[config.mk]
export PLATFORM = sky130hd
export DESIGN_NAME = priority_stack_lifo_ties
export DESIGN_NICKNAME = d
export VERILOG_FILES = /design/src/hdl/pstk_pkg.sv /design/src/hdl/pstk_ctrl.sv /design/src/hdl/pstk_dp.sv /design/src/hdl/priority_stack_lifo_ties.sv
export SDC_FILE = /design/constraint.sdc
export NUM_CORES = 2
export LEC_CHECK = 0
export ABC_CLOCK_PERIOD_IN_PS = 9500
export BUFFER_PORTS_ARGS = -buffer_cell sky130_fd_sc_hd__buf_2
export CAP_MARGIN = 10
export CORE_AREA = 2 2 239 241
export CTS_BUF_LIST = sky130_fd_sc_hd__clkbuf_4 sky130_fd_sc_hd__clkbuf_8 sky130_fd_sc_hd__clkbuf_16
export DETAILED_ROUTE_END_ITERATION = 8
export DIE_AREA = 0 0 241 243
export GPL_TIMING_DRIVEN = 0
export PLACE_DENSITY = 0.87
export SLEW_MARGIN = 20
export SYNTH_ARGS = -nofsm -noshare
export SYNTH_HDL_FRONTEND = slang
export SYNTH_HIERARCHICAL = 1
export SYNTH_SLANG_ARGS = --single-unit
export TNS_END_PERCENT = 10
[constraint.sdc]
create_clock -name clk -period 9.5 [get_ports clk]
set_input_delay 0.95 -clock clk [delete_from_list [all_inputs] [get_ports clk]]
set_output_delay 0.95 -clock clk [all_outputs]
set_load 0.01 [all_outputs]
[src/hdl/pstk_pkg.sv]
// ----------------------------------------------------------------------------
// pstk_pkg
// shared types and codes for the bounded priority stack
// ----------------------------------------------------------------------------
package pstk_pkg;

  localparam int VALUE_BITS    = 32;
  localparam int PRIORITY_BITS = 8;
  localparam int COUNT_BITS    = 5;

  // request codes
  localparam logic [1:0] REQ_PUSH   = 2'd0;
  localparam logic [1:0] REQ_POP    = 2'd1;
  localparam logic [1:0] REQ_REPORT = 2'd2;

  // status codes
  localparam logic [1:0] STAT_OK    = 2'd0;
  localparam logic [1:0] STAT_FULL  = 2'd1;
  localparam logic [1:0] STAT_EMPTY = 2'd2;

  typedef struct packed {
    logic [1:0]               req_type;
    logic [VALUE_BITS-1:0]    elem_value;
    logic [PRIORITY_BITS-1:0] elem_priority;
  } in_item_t;

  typedef struct packed {
    logic [VALUE_BITS-1:0]    top_value;
    logic [PRIORITY_BITS-1:0] top_priority;
    logic [COUNT_BITS-1:0]    entry_count;
    logic                     is_empty;
    logic [1:0]               status;
  } out_item_t;

  // controller to datapath
  typedef struct packed {
    logic       push;
    logic       pop;
    logic       load_out;
    logic [1:0] status;
  } dp_cmd_t;

  // datapath to controller
  typedef struct packed {
    logic full;
    logic empty;
  } dp_stat_t;

endpackage

[src/hdl/pstk_ctrl.sv]
// ----------------------------------------------------------------------------
// pstk_ctrl
// handshake control and request decode for the priority stack
// ----------------------------------------------------------------------------
module pstk_ctrl
  import pstk_pkg::*;
(
  input  logic       clk,
  input  logic       rst_n,
  input  logic       in_valid,
  output logic       in_stall,
  input  logic [1:0] req_type,
  output logic       out_valid,
  input  logic       out_stall,
  input  dp_stat_t   stat,
  output dp_cmd_t    cmd
);

  localparam logic S_IDLE = 1'b0;
  localparam logic S_OUT  = 1'b1;

  logic state_r, state_nxt;
  logic in_fire;

  assign out_valid = (state_r == S_OUT);
  assign in_stall  = (state_r == S_OUT) && out_stall;
  assign in_fire   = in_valid && !in_stall;

  always_comb begin
    cmd          = '0;
    cmd.load_out = in_fire;
    cmd.status   = STAT_OK;
    if (in_fire) begin
      case (req_type)
        REQ_PUSH: begin
          if (stat.full) cmd.status = STAT_FULL;
          else           cmd.push   = 1'b1;
        end
        REQ_POP: begin
          if (stat.empty) cmd.status = STAT_EMPTY;
          else            cmd.pop    = 1'b1;
        end
        default: ;
      endcase
    end
  end

  always_comb begin
    state_nxt = state_r;
    case (state_r)
      S_IDLE: if (in_fire) state_nxt = S_OUT;
      S_OUT: begin
        if (!in_fire && !out_stall) state_nxt = S_IDLE;
      end
      default: state_nxt = S_IDLE;
    endcase
  end

  always_ff @(posedge clk) begin
    if (!rst_n) state_r <= S_IDLE;
    else        state_r <= state_nxt;
  end

endmodule

[src/hdl/pstk_dp.sv]
// ----------------------------------------------------------------------------
// pstk_dp
// sorted cell row, entry count and result register
// ----------------------------------------------------------------------------
module pstk_dp
  import pstk_pkg::*;
#(
  parameter int DEPTH = 16
) (
  input  logic                     clk,
  input  logic                     rst_n,
  input  dp_cmd_t                  cmd,
  input  logic [VALUE_BITS-1:0]    new_value,
  input  logic [PRIORITY_BITS-1:0] new_priority,
  output dp_stat_t                 stat,
  output out_item_t                result
);

  localparam int CW = $clog2(DEPTH + 1);

  logic [VALUE_BITS-1:0]    val_r   [DEPTH];
  logic [PRIORITY_BITS-1:0] pri_r   [DEPTH];
  logic [VALUE_BITS-1:0]    val_nxt [DEPTH];
  logic [PRIORITY_BITS-1:0] pri_nxt [DEPTH];
  logic [DEPTH-1:0]         above;
  logic [CW-1:0]            count_r, count_nxt;
  out_item_t                result_r;

  assign stat.full  = (count_r == CW'(DEPTH));
  assign stat.empty = (count_r == '0);

  // cells holding a strictly higher priority stay put on a push
  always_comb begin
    for (int i = 0; i < DEPTH; i++) begin
      above[i] = (CW'(i) < count_r) && (pri_r[i] > new_priority);
    end
  end

  always_comb begin
    for (int i = 0; i < DEPTH; i++) begin
      val_nxt[i] = val_r[i];
      pri_nxt[i] = pri_r[i];
      if (cmd.push && !above[i]) begin
        if (i == 0 || above[(i == 0) ? 0 : i - 1]) begin
          val_nxt[i] = new_value;
          pri_nxt[i] = new_priority;
        end else begin
          val_nxt[i] = val_r[(i == 0) ? 0 : i - 1];
          pri_nxt[i] = pri_r[(i == 0) ? 0 : i - 1];
        end
      end else if (cmd.pop && i < DEPTH - 1) begin
        val_nxt[i] = val_r[(i < DEPTH - 1) ? i + 1 : i];
        pri_nxt[i] = pri_r[(i < DEPTH - 1) ? i + 1 : i];
      end
    end
  end

  always_comb begin
    count_nxt = count_r;
    if (cmd.push)     count_nxt = count_r + CW'(1);
    else if (cmd.pop) count_nxt = count_r - CW'(1);
  end

  always_ff @(posedge clk) begin
    for (int i = 0; i < DEPTH; i++) begin
      val_r[i] <= val_nxt[i];
      pri_r[i] <= pri_nxt[i];
    end
    if (cmd.load_out) begin
      result_r.is_empty     <= (count_nxt == '0);
      result_r.top_value    <= (count_nxt == '0) ? '0 : val_nxt[0];
      result_r.top_priority <= (count_nxt == '0) ? '0 : pri_nxt[0];
      result_r.entry_count  <= COUNT_BITS'(count_nxt);
      result_r.status       <= cmd.status;
    end
  end

  always_ff @(posedge clk) begin
    if (!rst_n) count_r <= '0;
    else        count_r <= count_nxt;
  end

  assign result = result_r;

  a_count_bound: assert property (@(posedge clk) disable iff (!rst_n)
    count_r <= CW'(DEPTH))
    else $error("entry count above depth");

  a_push_grows: assert property (@(posedge clk) disable iff (!rst_n)
    cmd.push |=> count_r == $past(count_r) + CW'(1))
    else $error("push did not grow the count");

  a_pop_shrinks: assert property (@(posedge clk) disable iff (!rst_n)
    cmd.pop |=> count_r == $past(count_r) - CW'(1))
    else $error("pop did not shrink the count");

  a_top_sorted: assert property (@(posedge clk) disable iff (!rst_n)
    count_r >= CW'(2) |-> pri_r[0] >= pri_r[1])
    else $error("top two cells out of order");

  a_no_push_full: assert property (@(posedge clk) disable iff (!rst_n)
    stat.full |-> !cmd.push)
    else $error("push taken on a full store");

endmodule

[src/hdl/priority_stack_lifo_ties.sv]
// ----------------------------------------------------------------------------
// priority_stack_lifo_ties
// bounded priority stack with last-in first-out order among equal priorities
// ----------------------------------------------------------------------------
// usage
//   in channel (in_valid / in_stall / in_data): one request per transfer,
//   push, pop or report only (any other code reports only)
//   out channel (out_valid / out_stall / out_data): exactly one result per
//   request, in request order: top entry, priority, count, empty flag, status
//   latency: the result is shown the cycle after the request transfer
//   throughput: one request per cycle; a push compares every cell against the
//   new priority in parallel and the whole cell row shifts in that cycle
//   the result register lets a new request in while the last result is
//   taken in the same cycle; while the receiver stalls a waiting result,
//   in_stall is raised and the store does not change
//   reset: the count clears to zero, no result is pending; the cell contents
//   are left as they are and only cells below the count are ever looked at
//   a push on a full store is dropped with status full, a pop on an empty
//   store is refused with status empty
// ----------------------------------------------------------------------------
module priority_stack_lifo_ties
  import pstk_pkg::*;
#(
  parameter int DEPTH = 16
) (
  input  logic      clk,
  input  logic      rst_n,
  input  logic      in_valid,
  output logic      in_stall,
  input  in_item_t  in_data,
  output logic      out_valid,
  input  logic      out_stall,
  output out_item_t out_data
);

  // command and status between controller and cell row
  dp_cmd_t  cmd;
  dp_stat_t stat;

  // handshake, request decode and full / empty checks
  pstk_ctrl u_ctrl (
    .clk       (clk),
    .rst_n     (rst_n),
    .in_valid  (in_valid),
    .in_stall  (in_stall),
    .req_type  (in_data.req_type),
    .out_valid (out_valid),
    .out_stall (out_stall),
    .stat      (stat),
    .cmd       (cmd)
  );

  // sorted cells, top at index 0, and the result register
  pstk_dp #(
    .DEPTH (DEPTH)
  ) u_dp (
    .clk          (clk),
    .rst_n        (rst_n),
    .cmd          (cmd),
    .new_value    (in_data.elem_value),
    .new_priority (in_data.elem_priority),
    .stat         (stat),
    .result       (out_data)
  );

endmodule

==> results by group <==
Route
  – Initial DRC Count: 4722
  – Final wirelength: 122000 µm
  – Vias per inst: 7.05
  – DRC Markers: 0
  – Post-route ant nets: 0
  – Initial DRT Pass Iterations: 6
  – Total number of vias: 30700
  – Drt wl/cell: 28.0 µm

Cells and area
  – Post-layout util: 0.749
  – Area Growth Syn to Fin: 11.3%
  – Share of layout cells above drive strength 1: 0.133
  – Finished Layout Cells: 4353
  – Fin nets: 3712
  – Fin area: 41900 µm²

Worst setup path
  – Crit-path slowest cell: clkbuf_1
  – Worst EP arrival: 5250 ps
  – Crit-path max FO: 23
  – R2R Setup Slk: 4570 ps
  – R2r endpoint: u_dp/val_r[1][36]
  – CP Class: flip-flop to flip-flop
  – CP Capture Type: flip-flop
  – CP required: 9830 ps
  – R2R depth: 11
  – Max incr delay on CP: 900 ps
  – Element type at the critical path start: flip-flop
  – Worst R2R Start: u_dp/count_r[0]
  – Cells along the critical path: buf_2 > inv_1 > ha_1 > and3_1 > nor4_1 > buf_2 > clkbuf_1 > o21ai_1 > clkbuf_1 > nand2_2 > buf_12

Logic synthesis
  – Syn Inst Count: 3352
  – Syn Area/Cell: 11.2 µm²
  – Synth Flop Type: edfxtp_1
  – Synth Area in Simple Gates: 0.0938
  – Sequential area share after synthesis: 0.541
  – Multiplexer area fraction after synthesis: 0.151
  – Synth Register Bits: 694
  – Post-synthesis compound-gate area fraction: 0.130
  – Asr flop ratio synth: 0
  – Ys Warns: 6
  – XOR/XNOR Fraction of Synth Area: 0.00113
  – Synthesized area: 37700 µm²
  – Synth Area in Adders: 0.0435
  – Post-synthesis cell type count: 66
  – Largest family of logic cells by synthesized area: multiplexers
  – Mapped Nets: 3529
  – EDFF count, synth: 648

Floorplanning
  – Core area: 56000 µm²
  – Die width: 241 µm
  – Die Span Y: 243 µm
  – Row Count: 87
  – Die area: 58600 µm²
  – Initial Utilization: 0.673
  – I/O pin count: 96

STA
  – RSZ-0062 raised after global routing: no
  – Slew headroom: 0.149
  – Worst slew pin tran: 1270 ps
  – Final hold vios: 0
  – Setup Skew: 28.7 ps
  – Final Setup Violations: 0
  – Crit path time final: 4930 ps
  – Final period utilization: 0.519
  – Max Freq: 203 MHz
  – Slew Limit Fails: 0

GRT
  – Largest net degree at the start of global routing: 49
  – Vias in the first global route: 30100
  – All-layer global routing usage: 0.411
  – Grt total ovfl: 0
  – Initial antenna violation count: 0
  – Global-route wire length before repair: 180000 µm

Placement
  – Port Buffer Count: 95
  – Gpl congestion: 0.998
  – Post-DP HPWL: 80200 µm
  – Placed Cells: 4215
  – Post-DP Area: 39500 µm²

Clock tree
  – Postcts setup bufs: 0
  – Worst-Skew Late Latency: 650 ps
  – Max Buffers Root-to-Sink: 3
  – Number of hold buffers added after cts: 0
  – CTS resizes: 0
  – CTS tree: built
  – Clk slew on worst S/H paths: 60 ps
  – Total CTS buffers: 74
  – CTS sink count: 694
  – Root Driver: clkbuf_16
  – H-tree Lvls: 3

Min path
  – Worst hold start: u_dp/val_r[1][221]
  – Worst Hold Depth: 2
  – Min-Delay Endpoint: u_dp/val_r[1][189]
  – HP Class: flip-flop to flip-flop

Pwr
  – Pwr dens: 185 nW/µm²
  – Leak: 18.7 nW
  – Worst VDD drop: 0.140 mV

Job
  – Max Cap Viol: 0

Status
  – Status: finished clean
[cells in the mapped netlist, types with 17 or more instances]
cell      number  share of area
mux2_2        33         0.0099
nor2_1       216          0.022
ha_1         131          0.044
dfxtp_1       46          0.024
buf_4         34         0.0068
a21oi_1      305          0.041
buf_2         54         0.0072
o21ai_0      324          0.043
nand2_1      429          0.043
nor3_1        82          0.011
clkbuf_1     149          0.015
inv_1         30         0.0030
a211oi_2      40          0.013
buf_6         27         0.0081
o21ai_1      101          0.013
mux2i_1      523           0.14
and4_1        17         0.0040
edfxtp_1     648           0.52
[flip-flops by register name (all words and copies together) (netlist names)]
signal and count:
u_ctrl/out_valid 1, u_dp/count_r 5, u_dp/pri_r 128, u_dp/result 48, u_dp/val_r 512
[through the flow]
stage | power, mW | hold slack (ps) | setup TNS (ps) | worst slack [ps]
floorplan | 4.42 | 518 | 0 | 3150
global placement | 4.76 | 526 | -27350 | -694
detailed placement | 4.82 | 541 | 0 | 4290
CTS | 7.71 | 540 | 0 | 4810
global route | 7.95 | 574 | 0 | 4500
finish | 7.76 | 552 | 0 | 4570
[per-layer routing]
metal  track usage  share of wire  routed length, µm
met5       0.00253              0                  0
met4         0.266          0.070               8490
met3         0.124           0.14              17500
met2         0.613           0.44              53100
met1         0.522           0.35              42600
[layout by cell type, fill, tap and decap left out, types with 8 or more instances in the layout]
cell | Yosys | routed
nor2b_1 | 13 | 13
o21ai_2 | 6 | 8
and4_1 | 17 | 17
a211oi_1 | 14 | 14
or2_1 | 10 | 10
ha_1 | 131 | 131
nand2_4 | 0 | 8
a21o_1 | 12 | 12
clkinv_2 | 0 | 8
clkbuf_2 | 0 | 8
o21ai_1 | 101 | 99
buf_2 | 54 | 149
mux2i_1 | 523 | 523
nand3_1 | 8 | 8
dfxtp_1 | 46 | 46
clkbuf_1 | 149 | 141
clkbuf_4 | 0 | 28
buf_6 | 27 | 28
a211oi_2 | 40 | 40
mux2_2 | 33 | 33
nand2_1 | 429 | 419
a21oi_1 | 305 | 303
o211ai_1 | 12 | 12
clkinv_1 | 1 | 11
nor3_1 | 82 | 82
inv_1 | 30 | 30
buf_4 | 34 | 34
clkbuf_16 | 0 | 78
o21ai_0 | 324 | 323
clkbuf_8 | 0 | 8
edfxtp_1 | 648 | 648
nor2_1 | 216 | 216
[cells by family (layout without fill, tap and decap cells)]
family	after synthesis	after routing
AO/OA/AOI/OAI	845	845
AND/OR/NAND/NOR	820	820
flip-flops	694	694
multiplexers	562	562
buffers and inverters	296	539
adder cells (fa/ha/maj)	131	131
XOR/XNOR	4	4
other	0	2
[power by group]
| group | leakage [nW] | total, mW | switching, mW | internal (mW) |
|---|---|---|---|---|
| logic | 11.1 | 1.11 | 0.740 | 0.370 |
| clock network | 1.24 | 2.93 | 1.25 | 1.69 |
| registers | 6.38 | 3.72 | 0.120 | 3.60 |
[worst max-delay path by stage]
| stage | from | end | slack (ps) | cells after the start |
|---|---|---|---|---|
| floorplan | in_data[2] | u_dp/pri_r[1][48] | 3150 | 8 |
| global placement | in_data[4] | u_dp/val_r[1][208] | -690 | 9 |
| detailed placement | in_data[3] | u_dp/val_r[1][41] | 4290 | 12 |
| CTS | u_dp/count_r[0] | u_dp/val_r[1][41] | 4810 | 11 |
| global route | u_dp/count_r[0] | u_dp/val_r[1][36] | 4500 | 11 |
| finish | u_dp/count_r[0] | u_dp/val_r[1][36] | 4570 | 11 |
[critical path, delay by kind of cell, from the launching register on]
kind / cells / cell delay, ps
buffers and inverters: 6 / 2220
flip-flops: 1 / 370
AO/OA/AOI/OAI: 1 / 770
AND/OR/NAND/NOR: 3 / 1020
adder cells (fa/ha/maj): 1 / 230
[layout make-up]
| type | count | area [µm²] |
|---|---|---|
| inverter | 32 | 120 |
| clock buffer | 114 | 2270 |
| fill | 3656 | 14000 |
| timing repair buffer | 107 | 759 |
| multi-input combinational | 2362 | 15900 |
| tap | 756 | 946 |
| sequential | 694 | 20400 |
| antenna | 2 | 5.00 |
| buffer | 264 | 1400 |
| clock inverter | 22 | 164 |
(Power assumes the default switching activity.)
